===== src/rtl/sha_strm_pkg.sv =====
// Package with the item types, control structs and SHA-256 functions of the stream hasher.
`timescale 1ns / 1ps

package sha_strm_pkg;

    // Input item: one message byte with its flags.
    typedef struct packed {
        logic [7:0] data_byte;
        logic       has_byte;
        logic       end_of_message;
    } sha_item_t;

    // Result item: one digest word.
    typedef struct packed {
        logic [31:0] digest_word;
        logic [2:0]  word_index;
        logic        last_word;
    } sha_result_t;

    // Controller states.
    typedef enum logic [2:0] {
        ST_IDLE,
        ST_ROUND,
        ST_FOLD,
        ST_PAD_MARK,
        ST_PAD_ZERO,
        ST_PAD_LEN,
        ST_OUTPUT
    } sha_state_t;

    // Source of the byte that is pushed into the block.
    typedef enum logic [1:0] {
        SRC_DATA,
        SRC_MARK,
        SRC_ZERO,
        SRC_LEN
    } byte_src_t;

    // Commands from the controller to the datapath.
    typedef struct packed {
        logic       push;
        byte_src_t  byte_sel;
        logic       count_inc;
        logic       load_vars;
        logic       round;
        logic [5:0] round_idx;
        logic       fold;
        logic       emit;
        logic [2:0] idx;
    } dp_cmd_t;

    // Status from the datapath to the controller.
    typedef struct packed {
        logic [5:0] block_pos;
    } dp_status_t;

    localparam logic [7:0] PAD_MARK_BYTE = 8'h80;
    localparam logic [5:0] LAST_POS      = 6'd63;
    localparam logic [5:0] LEN_POS       = 6'd56;
    localparam logic [5:0] PRE_LEN_POS   = 6'd55;
    localparam logic [5:0] LAST_ROUND    = 6'd63;
    localparam logic [2:0] LAST_WORD_IDX = 3'd7;

    // Initial hash value for word i.
    function automatic logic [31:0] init_hash(input logic [2:0] i);
        logic [31:0] v;
        unique case (i)
            3'd0: v = 32'h6a09e667;
            3'd1: v = 32'hbb67ae85;
            3'd2: v = 32'h3c6ef372;
            3'd3: v = 32'ha54ff53a;
            3'd4: v = 32'h510e527f;
            3'd5: v = 32'h9b05688c;
            3'd6: v = 32'h1f83d9ab;
            3'd7: v = 32'h5be0cd19;
            default: v = '0;
        endcase
        return v;
    endfunction

    // Round constant for round r.
    function automatic logic [31:0] round_k(input logic [5:0] r);
        logic [31:0] k;
        unique case (r)
            6'd0:  k = 32'h428a2f98;  6'd1:  k = 32'h71374491;
            6'd2:  k = 32'hb5c0fbcf;  6'd3:  k = 32'he9b5dba5;
            6'd4:  k = 32'h3956c25b;  6'd5:  k = 32'h59f111f1;
            6'd6:  k = 32'h923f82a4;  6'd7:  k = 32'hab1c5ed5;
            6'd8:  k = 32'hd807aa98;  6'd9:  k = 32'h12835b01;
            6'd10: k = 32'h243185be;  6'd11: k = 32'h550c7dc3;
            6'd12: k = 32'h72be5d74;  6'd13: k = 32'h80deb1fe;
            6'd14: k = 32'h9bdc06a7;  6'd15: k = 32'hc19bf174;
            6'd16: k = 32'he49b69c1;  6'd17: k = 32'hefbe4786;
            6'd18: k = 32'h0fc19dc6;  6'd19: k = 32'h240ca1cc;
            6'd20: k = 32'h2de92c6f;  6'd21: k = 32'h4a7484aa;
            6'd22: k = 32'h5cb0a9dc;  6'd23: k = 32'h76f988da;
            6'd24: k = 32'h983e5152;  6'd25: k = 32'ha831c66d;
            6'd26: k = 32'hb00327c8;  6'd27: k = 32'hbf597fc7;
            6'd28: k = 32'hc6e00bf3;  6'd29: k = 32'hd5a79147;
            6'd30: k = 32'h06ca6351;  6'd31: k = 32'h14292967;
            6'd32: k = 32'h27b70a85;  6'd33: k = 32'h2e1b2138;
            6'd34: k = 32'h4d2c6dfc;  6'd35: k = 32'h53380d13;
            6'd36: k = 32'h650a7354;  6'd37: k = 32'h766a0abb;
            6'd38: k = 32'h81c2c92e;  6'd39: k = 32'h92722c85;
            6'd40: k = 32'ha2bfe8a1;  6'd41: k = 32'ha81a664b;
            6'd42: k = 32'hc24b8b70;  6'd43: k = 32'hc76c51a3;
            6'd44: k = 32'hd192e819;  6'd45: k = 32'hd6990624;
            6'd46: k = 32'hf40e3585;  6'd47: k = 32'h106aa070;
            6'd48: k = 32'h19a4c116;  6'd49: k = 32'h1e376c08;
            6'd50: k = 32'h2748774c;  6'd51: k = 32'h34b0bcb5;
            6'd52: k = 32'h391c0cb3;  6'd53: k = 32'h4ed8aa4a;
            6'd54: k = 32'h5b9cca4f;  6'd55: k = 32'h682e6ff3;
            6'd56: k = 32'h748f82ee;  6'd57: k = 32'h78a5636f;
            6'd58: k = 32'h84c87814;  6'd59: k = 32'h8cc70208;
            6'd60: k = 32'h90befffa;  6'd61: k = 32'ha4506ceb;
            6'd62: k = 32'hbef9a3f7;  6'd63: k = 32'hc67178f2;
            default: k = '0;
        endcase
        return k;
    endfunction

    function automatic logic [31:0] big_sigma0(input logic [31:0] x);
        return {x[1:0], x[31:2]} ^ {x[12:0], x[31:13]} ^ {x[21:0], x[31:22]};
    endfunction

    function automatic logic [31:0] big_sigma1(input logic [31:0] x);
        return {x[5:0], x[31:6]} ^ {x[10:0], x[31:11]} ^ {x[24:0], x[31:25]};
    endfunction

    function automatic logic [31:0] small_sigma0(input logic [31:0] x);
        return {x[6:0], x[31:7]} ^ {x[17:0], x[31:18]} ^ {3'b000, x[31:3]};
    endfunction

    function automatic logic [31:0] small_sigma1(input logic [31:0] x);
        return {x[16:0], x[31:17]} ^ {x[18:0], x[31:19]} ^ {10'b0, x[31:10]};
    endfunction

endpackage


===== src/rtl/sha_strm_dp.sv =====
// Datapath of the stream hasher: schedule window, round variables, chain value and counters.
`timescale 1ns / 1ps

module sha_strm_dp (
    input  logic                      clk,
    input  logic                      rst_n,
    input  logic [7:0]                data_byte,
    input  sha_strm_pkg::dp_cmd_t     cmd,
    output sha_strm_pkg::dp_status_t  status,
    output logic                      result_valid,
    output sha_strm_pkg::sha_result_t result
);
    import sha_strm_pkg::*;

    logic [31:0] chain_reg [8];
    logic [31:0] chain_next [8];
    logic [31:0] vars_reg [8];
    logic [31:0] vars_next [8];
    logic [31:0] w_reg [16];
    logic [31:0] w_next [16];
    logic [63:0] count_reg;
    logic [63:0] count_next;
    logic [5:0]  pos_reg;
    logic [5:0]  pos_next;
    logic        valid_reg;
    sha_result_t result_reg;

    logic [63:0] bit_len;
    logic [7:0]  push_byte;
    logic [31:0] sched_new;
    logic [31:0] t1;
    logic [31:0] t2;
    logic        last_emit;

    assign status.block_pos = pos_reg;
    assign result_valid     = valid_reg;
    assign result           = result_reg;

    // Bit length of the message, modulo 2^64.
    assign bit_len   = {count_reg[60:0], 3'b000};
    assign last_emit = cmd.emit && (cmd.idx == LAST_WORD_IDX);

    // Select the byte that enters the block.
    always_comb
    begin
        unique case (cmd.byte_sel)
            SRC_DATA: push_byte = data_byte;
            SRC_MARK: push_byte = PAD_MARK_BYTE;
            SRC_ZERO: push_byte = 8'h00;
            SRC_LEN:  push_byte = bit_len[{~cmd.idx, 3'b000} +: 8];
            default:  push_byte = 8'h00;
        endcase
    end

    // Next schedule word and the two round temporaries.
    assign sched_new = small_sigma1(w_reg[14]) + w_reg[9] + small_sigma0(w_reg[1]) + w_reg[0];
    assign t1 = vars_reg[7] + big_sigma1(vars_reg[4])
              + ((vars_reg[4] & vars_reg[5]) ^ (~vars_reg[4] & vars_reg[6]))
              + round_k(cmd.round_idx) + w_reg[0];
    assign t2 = big_sigma0(vars_reg[0])
              + ((vars_reg[0] & vars_reg[1]) ^ (vars_reg[0] & vars_reg[2])
                 ^ (vars_reg[1] & vars_reg[2]));

    // Schedule window: bytes shift in while loading, words shift during rounds.
    always_comb
    begin
        for (int i = 0; i < 16; i++)
        begin
            w_next[i] = w_reg[i];
        end
        if (cmd.push)
        begin
            for (int i = 0; i < 15; i++)
            begin
                w_next[i] = {w_reg[i][23:0], w_reg[i + 1][31:24]};
            end
            w_next[15] = {w_reg[15][23:0], push_byte};
        end
        else if (cmd.round)
        begin
            for (int i = 0; i < 15; i++)
            begin
                w_next[i] = w_reg[i + 1];
            end
            w_next[15] = sched_new;
        end
    end

    // Round variables a to h.
    always_comb
    begin
        for (int i = 0; i < 8; i++)
        begin
            vars_next[i] = vars_reg[i];
        end
        if (cmd.load_vars)
        begin
            for (int i = 0; i < 8; i++)
            begin
                vars_next[i] = chain_reg[i];
            end
        end
        else if (cmd.round)
        begin
            vars_next[7] = vars_reg[6];
            vars_next[6] = vars_reg[5];
            vars_next[5] = vars_reg[4];
            vars_next[4] = vars_reg[3] + t1;
            vars_next[3] = vars_reg[2];
            vars_next[2] = vars_reg[1];
            vars_next[1] = vars_reg[0];
            vars_next[0] = t1 + t2;
        end
    end

    // Chain value: fold after each block, back to the initial values after the last word.
    always_comb
    begin
        for (int i = 0; i < 8; i++)
        begin
            chain_next[i] = chain_reg[i];
            if (cmd.fold)
            begin
                chain_next[i] = chain_reg[i] + vars_reg[i];
            end
            else if (last_emit)
            begin
                chain_next[i] = init_hash(3'(i));
            end
        end
    end

    // Byte counters.
    always_comb
    begin
        count_next = count_reg;
        if (last_emit)
        begin
            count_next = '0;
        end
        else if (cmd.count_inc)
        begin
            count_next = count_reg + 64'd1;
        end
        pos_next = cmd.push ? pos_reg + 6'd1 : pos_reg;
    end

    // Control registers and chain value.
    always_ff @(posedge clk or negedge rst_n)
    begin
        if (!rst_n)
        begin
            for (int i = 0; i < 8; i++)
            begin
                chain_reg[i] <= init_hash(3'(i));
            end
            count_reg <= '0;
            pos_reg   <= '0;
            valid_reg <= 1'b0;
        end
        else
        begin
            chain_reg <= chain_next;
            count_reg <= count_next;
            pos_reg   <= pos_next;
            valid_reg <= cmd.emit;
        end
    end

    // Payload registers.
    always_ff @(posedge clk)
    begin
        w_reg    <= w_next;
        vars_reg <= vars_next;
        if (cmd.emit)
        begin
            result_reg.digest_word <= chain_reg[cmd.idx];
            result_reg.word_index  <= cmd.idx;
            result_reg.last_word   <= (cmd.idx == LAST_WORD_IDX);
        end
    end

endmodule


===== src/rtl/sha_strm_ctrl.sv =====
// Controller of the stream hasher: intake, padding sequence, rounds and digest output.
`timescale 1ns / 1ps

module sha_strm_ctrl (
    input  logic                     clk,
    input  logic                     rst_n,
    input  logic                     start,
    input  logic                     has_byte,
    input  logic                     end_of_message,
    input  sha_strm_pkg::dp_status_t status,
    output sha_strm_pkg::dp_cmd_t    cmd,
    output logic                     busy
);
    import sha_strm_pkg::*;

    sha_state_t state_reg;
    sha_state_t state_next;
    sha_state_t ret_reg;
    sha_state_t ret_next;
    logic [5:0] round_cnt_reg;
    logic [5:0] round_cnt_next;
    logic [2:0] idx_reg;
    logic [2:0] idx_next;
    logic       block_full;

    assign block_full = (status.block_pos == LAST_POS);

    // State register.
    always_ff @(posedge clk or negedge rst_n)
    begin
        if (!rst_n)
        begin
            state_reg     <= ST_IDLE;
            ret_reg       <= ST_IDLE;
            round_cnt_reg <= '0;
            idx_reg       <= '0;
        end
        else
        begin
            state_reg     <= state_next;
            ret_reg       <= ret_next;
            round_cnt_reg <= round_cnt_next;
            idx_reg       <= idx_next;
        end
    end

    // Next state and datapath commands.
    always_comb
    begin
        state_next     = state_reg;
        ret_next       = ret_reg;
        round_cnt_next = round_cnt_reg;
        idx_next       = idx_reg;
        cmd            = '0;
        cmd.byte_sel   = SRC_DATA;
        cmd.round_idx  = round_cnt_reg;
        cmd.idx        = idx_reg;
        busy           = 1'b1;
        unique case (state_reg)
            ST_IDLE:
            begin
                busy = 1'b0;
                if (start)
                begin
                    if (has_byte)
                    begin
                        cmd.push      = 1'b1;
                        cmd.count_inc = 1'b1;
                    end
                    if (has_byte && block_full)
                    begin
                        cmd.load_vars = 1'b1;
                        ret_next      = end_of_message ? ST_PAD_MARK : ST_IDLE;
                        state_next    = ST_ROUND;
                    end
                    else if (end_of_message)
                    begin
                        state_next = ST_PAD_MARK;
                    end
                end
            end
            ST_ROUND:
            begin
                cmd.round      = 1'b1;
                round_cnt_next = round_cnt_reg + 6'd1;
                if (round_cnt_reg == LAST_ROUND)
                begin
                    state_next = ST_FOLD;
                end
            end
            ST_FOLD:
            begin
                cmd.fold   = 1'b1;
                state_next = ret_reg;
            end
            ST_PAD_MARK:
            begin
                cmd.push     = 1'b1;
                cmd.byte_sel = SRC_MARK;
                if (block_full)
                begin
                    cmd.load_vars = 1'b1;
                    ret_next      = ST_PAD_ZERO;
                    state_next    = ST_ROUND;
                end
                else if (status.block_pos == PRE_LEN_POS)
                begin
                    state_next = ST_PAD_LEN;
                end
                else
                begin
                    state_next = ST_PAD_ZERO;
                end
            end
            ST_PAD_ZERO:
            begin
                cmd.push     = 1'b1;
                cmd.byte_sel = SRC_ZERO;
                if (block_full)
                begin
                    cmd.load_vars = 1'b1;
                    ret_next      = ST_PAD_ZERO;
                    state_next    = ST_ROUND;
                end
                else if (status.block_pos == PRE_LEN_POS)
                begin
                    state_next = ST_PAD_LEN;
                end
            end
            ST_PAD_LEN:
            begin
                cmd.push     = 1'b1;
                cmd.byte_sel = SRC_LEN;
                idx_next     = idx_reg + 3'd1;
                if (block_full)
                begin
                    cmd.load_vars = 1'b1;
                    ret_next      = ST_OUTPUT;
                    state_next    = ST_ROUND;
                end
            end
            ST_OUTPUT:
            begin
                cmd.emit = 1'b1;
                idx_next = idx_reg + 3'd1;
                if (idx_reg == LAST_WORD_IDX)
                begin
                    state_next = ST_IDLE;
                end
            end
            default:
            begin
                state_next = ST_IDLE;
            end
        endcase
    end

    // A block is only compressed once all 64 of its bytes are in.
    a_round_on_full_block: assert property (@(posedge clk) disable iff (!rst_n)
        (state_reg == ST_ROUND) |-> (status.block_pos == 6'd0))
        else $error("rounds running on a partly filled block");

    // The round counter is at zero whenever a new item may enter.
    a_idle_round_zero: assert property (@(posedge clk) disable iff (!rst_n)
        !busy |-> (round_cnt_reg == 6'd0))
        else $error("round counter not at zero while idle");

    // The length bytes start exactly at byte 56 of the block.
    a_len_position: assert property (@(posedge clk) disable iff (!rst_n)
        (state_reg == ST_PAD_LEN && idx_reg == 3'd0) |-> (status.block_pos == LEN_POS))
        else $error("length field misplaced");

    // The digest words start from index zero.
    a_output_from_zero: assert property (@(posedge clk) disable iff (!rst_n)
        (state_reg == ST_FOLD && ret_reg == ST_OUTPUT) |=>
            (state_reg == ST_OUTPUT && idx_reg == 3'd0))
        else $error("digest output does not start at word zero");

endmodule


===== src/rtl/sha256_stream_hasher.sv =====
// Top level of the SHA-256 stream hasher: controller and datapath.
`timescale 1ns / 1ps
//
// Byte-stream SHA-256 hasher. An item (one byte with its has_byte and
// end_of_message flags) is taken at a rising edge where start is high and
// busy is low. An item with has_byte set adds its byte to the message; an
// item with end_of_message set closes the message, with or without a byte.
// An item that neither fills a 64-byte block nor ends the message leaves
// busy low. The item that fills a block keeps busy high while the block
// is compressed: 64 rounds of the single round unit, one per cycle, then
// a fold of the round variables into the chain value.
// On the end item the padding is fed through the same byte path, one byte
// per cycle, up to byte 63 of the last block; with that one or two further
// compressions. Then the eight digest words appear on result for one
// cycle each, marked by result_valid, word 0 first, the first in the cycle
// after the output phase begins. The receiver cannot hold results
// off. After the last word the chain value returns to the initial hash
// values and the next message may start. Reset clears the controller, the
// counters and the chain value at once; no clearing pass is needed.
//
module sha256_stream_hasher (
    input  logic                      clk,
    input  logic                      rst_n,
    input  logic                      start,
    input  sha_strm_pkg::sha_item_t   item,
    output logic                      busy,
    output logic                      result_valid,
    output sha_strm_pkg::sha_result_t result
);
    import sha_strm_pkg::*;

    dp_cmd_t    cmd;
    dp_status_t status;

    // Controller.
    sha_strm_ctrl u_ctrl (
        .clk            (clk),
        .rst_n          (rst_n),
        .start          (start),
        .has_byte       (item.has_byte),
        .end_of_message (item.end_of_message),
        .status         (status),
        .cmd            (cmd),
        .busy           (busy)
    );

    // Datapath.
    sha_strm_dp u_dp (
        .clk          (clk),
        .rst_n        (rst_n),
        .data_byte    (item.data_byte),
        .cmd          (cmd),
        .status       (status),
        .result_valid (result_valid),
        .result       (result)
    );

endmodule


===== config.mk =====
export PLATFORM = sky130hd
export DESIGN_NAME = sha256_stream_hasher
export DESIGN_NICKNAME = d
export VERILOG_FILES = /design/src/rtl/sha_strm_pkg.sv /design/src/rtl/sha_strm_dp.sv /design/src/rtl/sha_strm_ctrl.sv /design/src/rtl/sha256_stream_hasher.sv
export SDC_FILE = /design/constraint.sdc
export NUM_CORES = 2
export LEC_CHECK = 0
export BUFFER_PORTS_ARGS = -buffer_cell sky130_fd_sc_hd__buf_2
export CAP_MARGIN = 20
export CELL_PAD_IN_SITES_DETAIL_PLACEMENT = 0
export CELL_PAD_IN_SITES_GLOBAL_PLACEMENT = 1
export CORE_ASPECT_RATIO = 0.7
export CORE_UTILIZATION = 49
export CTS_BUF_LIST = sky130_fd_sc_hd__clkbuf_4 sky130_fd_sc_hd__clkbuf_8
export CTS_CLUSTER_SIZE = 10
export DETAILED_ROUTE_END_ITERATION = 6
export MAX_ROUTING_LAYER = met4
export PLACE_DENSITY_LB_ADDON = 0.1
export SLEW_MARGIN = 20
export SYNTH_ARGS = -nofsm -noshare
export SYNTH_HDL_FRONTEND = slang
export SYNTH_SLANG_ARGS = --single-unit
export TNS_END_PERCENT = 10

===== constraint.sdc =====
create_clock -name clk -period 34.9 [get_ports clk]
set_clock_uncertainty 0.05 [all_clocks]
set_input_delay 5.235 -clock clk [delete_from_list [all_inputs] [get_ports clk]]
set_output_delay 5.235 -clock clk [all_outputs]
set_load 0.01 [all_outputs]

==> flow_summary.yaml <==
critical_path:
  cp_slowest_cell: "dfrtp_1"
  crit_required_ns: 35.66
  reg2reg_from: "u_ctrl.round_cnt_reg[1]"
  worstPathArrival_ns: 11.97
  r2r_slack_ns: 23.70
  start_kind: "register"
  end_kind: "register"
  rr_worst_depth: 34
  critical-path-max-stage-delay_ns: 0.82
  cp_common_cell: "fa_1"
  cp_max_fo: 18
  crit_type: "register to register"
  reg2reg_to: "u_dp.vars_reg[255]"
final_layout:
  num-nets-final: 7701
  seq_area_um2: 32810
  syn_to_final_growth_pct: 8.587
  drive_gt1_share_pct: 17.63
  fillers: 13650
  largest_reg_flops: 512
  multi_input_area_um2: 40810
floorplan:
  initial_core_util_pct: 49.47
  dieHeight_um: 331.1
  dieArea_um2: 156400
  coreArea_um2: 153300
  ios: 51
  die_x_um: 472.2
  core.rowCount: 120
timing:
  hold_viol: 0
  fmax_mhz: 89.27
  final.setup.tns_ns: 0
  drv_slew: 0
  period_share_pct: 32.10
  min_period_ns: 11.20
  rsz0062_at_grt: "no"
  setup-violations-final: 0
  worstMarginPinSlew_ns: 1.309
  slew_headroom_pct: 12.73
drt:
  wl_per_cell_um: 26.85
  routed_via_density: 6.038
  vias: 56400
  antenna_left: 0
  routed_wl_mm: 250.8
  drt_iter0_drc: 6328
  drc_errors: 0
  first_pass_iters: 6
synth:
  ys_types: 98
  synth-main-ff-cell: "edfxtp_1"
  synth_cells: 7104
  syn-num-nets: 7709
  syn_avg_cell_area_um2: 10.67
  synth.top_cell.area_share_pct: 31.84
  yosysWarnings: 0
  synth_seq_cells: 1143
  syn_area_um2: 75830
  synthTopCellsByArea: "edfxtp_1, mux2_2, dfrtp_1"
  synth-edff-count: 804
  yosysSeqAreaShare_pct: 43.25
  yosys.area.top_type: "edfxtp_1"
  async_flop_share_pct: 29.66
place:
  gp_congestion: 1.002
  portBuffers: 50
  place.detailed.hpwl_mm: 185.3
grt:
  grt_use_total_pct: 32.75
  first_global_vias: 52360
  grt_overflow: 0
  grt_max_degree: 207
  grt_pass1_wl_mm: 365.5
  antenna_found_initial: 10
clocking:
  cts_tree: "built"
  cts_sinks: 1143
  cts_buffers: 187
  post_cts_resized: 0
  clock_latency_ns: 0.97
  clockBufferDepth: 3
  clk_pin_slew_ns: 0.06
  cts_setup_buffers: 0
  hold_buffers: 0
  root_buffer: "clkbuf_8"
  htree_levels: 4
worst_hold_path:
  hold_start: "u_ctrl.round_cnt_reg[4]"
  holdPathEnd: "u_ctrl.round_cnt_reg[4]"
  hold_depth: 1
  hold_path_class: "register to register"
outcome:
  status: "finished, final reports clean"
flow_run:
  maxCapViolCount: 0
==> worst max-delay path by stage <==
stage | startpoint | end | depth (start not counted)
after floorplan | item[1] | u_dp.w_reg[0] | 3
after global placement | item[1] | u_dp.vars_reg[161] | 9
after detailed placement | item[1] | u_dp.vars_reg[224] | 9
after CTS | u_ctrl.round_cnt_reg[1] | u_dp.vars_reg[255] | 34
after global routing | u_ctrl.round_cnt_reg[1] | u_dp.vars_reg[255] | 34
final | u_ctrl.round_cnt_reg[1] | u_dp.vars_reg[255] | 34
==> synthesized netlist by cell type, types with 16 or more instances <==
library cell	number
o21ai_1	38
xor2_1	235
mux2i_1	41
a21o_1	166
nor2_1	432
and3_1	39
o21ai_0	341
o21a_1	48
nor4_1	16
nand3_1	131
o31ai_1	35
xnor2_1	405
ha_1	397
mux4_2	82
dfrtp_1	203
a31oi_1	49
o22a_1	17
a21oi_1	494
maj3_1	23
mux2_2	522
nand2b_1	52
edfxtp_1	804
nor3_1	79
clkbuf_1	316
nor2b_1	42
nand2_1	973
dfstp_2	136
or3_1	26
inv_1	282
a211o_1	18
nand4_1	46
o211ai_1	24
fa_1	195
a211oi_1	50
buf_1	22
o21bai_1	57
==> layout make-up <==
cell class                      count  share of cell area [%]
Timing Repair Buffer              142                   1.200
Tap cell                         2074                   3.152
Sequential cell                  1143                   39.85
Inverter                          283                   1.290
Antenna cell                        7                 0.02127
Clock buffer                      289                   4.268
Clock inverter                     63                  0.6610
Multi-Input combinational cell   5339                   49.56
==> per-layer routing <==
layer	GRT usage [%]	vias up	wire, µm
li1	-	25590	-
met1	53.47	28210	129000
met2	39.58	2340	92620
met3	8.068	259	25810
met4	5.449	0	3366
met5	-	-	0
==> worst max-delay path, delay by kind of cell, from the launching register on <==
family,cells,cell delay [ns]
flip-flops,1,0.82
buffers and inverters,3,0.70
adder cells (fa/ha/maj),8,3.41
XOR/XNOR,2,0.43
AND/OR/NAND/NOR,8,2.20
multiplexers,1,0.58
AO/OA/AOI/OAI,12,2.84
==> stage by stage <==
step                      instances  cell area, µm²  util [%]  worst slack, ns  hold slack [ns]
after floorplan                7104           75830         -            5.522           0.3923
after global routing           9337           82330     53.71            23.11           0.4322
after detailed placement       8981           78250     51.05            23.59           0.4092
after global placement         8981           78250     51.05            23.67           0.4087
after CTS                      9333           82310     53.69            24.07           0.4216
final                          9340           82340     53.71            23.70           0.4182
==> kinds of logic after synthesis <==
kind of cell               Yosys count  synth area share [%]
muxes                              645                 10.73
buffers and inverters              622                 3.081
xor gates and xnor gates           641                 7.422
and+or+nand+nor                   1920                 11.00
DFF                               1143                 43.25
AOI/OAI and AO/OA                 1518                 12.52
adders and majority gates          615                 12.00
==> cells in the final DEF, fill, tap and decap left out, types with 130 or more instances in the layout <==
cell and n:
dfrtp_1 198, xnor2_1 405, clkbuf_8 215, edfxtp_1 804
inv_1 281, dfstp_2 136, mux2_2 522, nand2_1 971
fa_1 195, nor2_1 430, ha_1 397, nand3_1 130
o21ai_0 338, a21o_1 166, a21oi_1 492, xor2_1 235
Power is not shown: default switching activity piles up to over one toggle a cycle in this logic, so the estimate is an artifact.
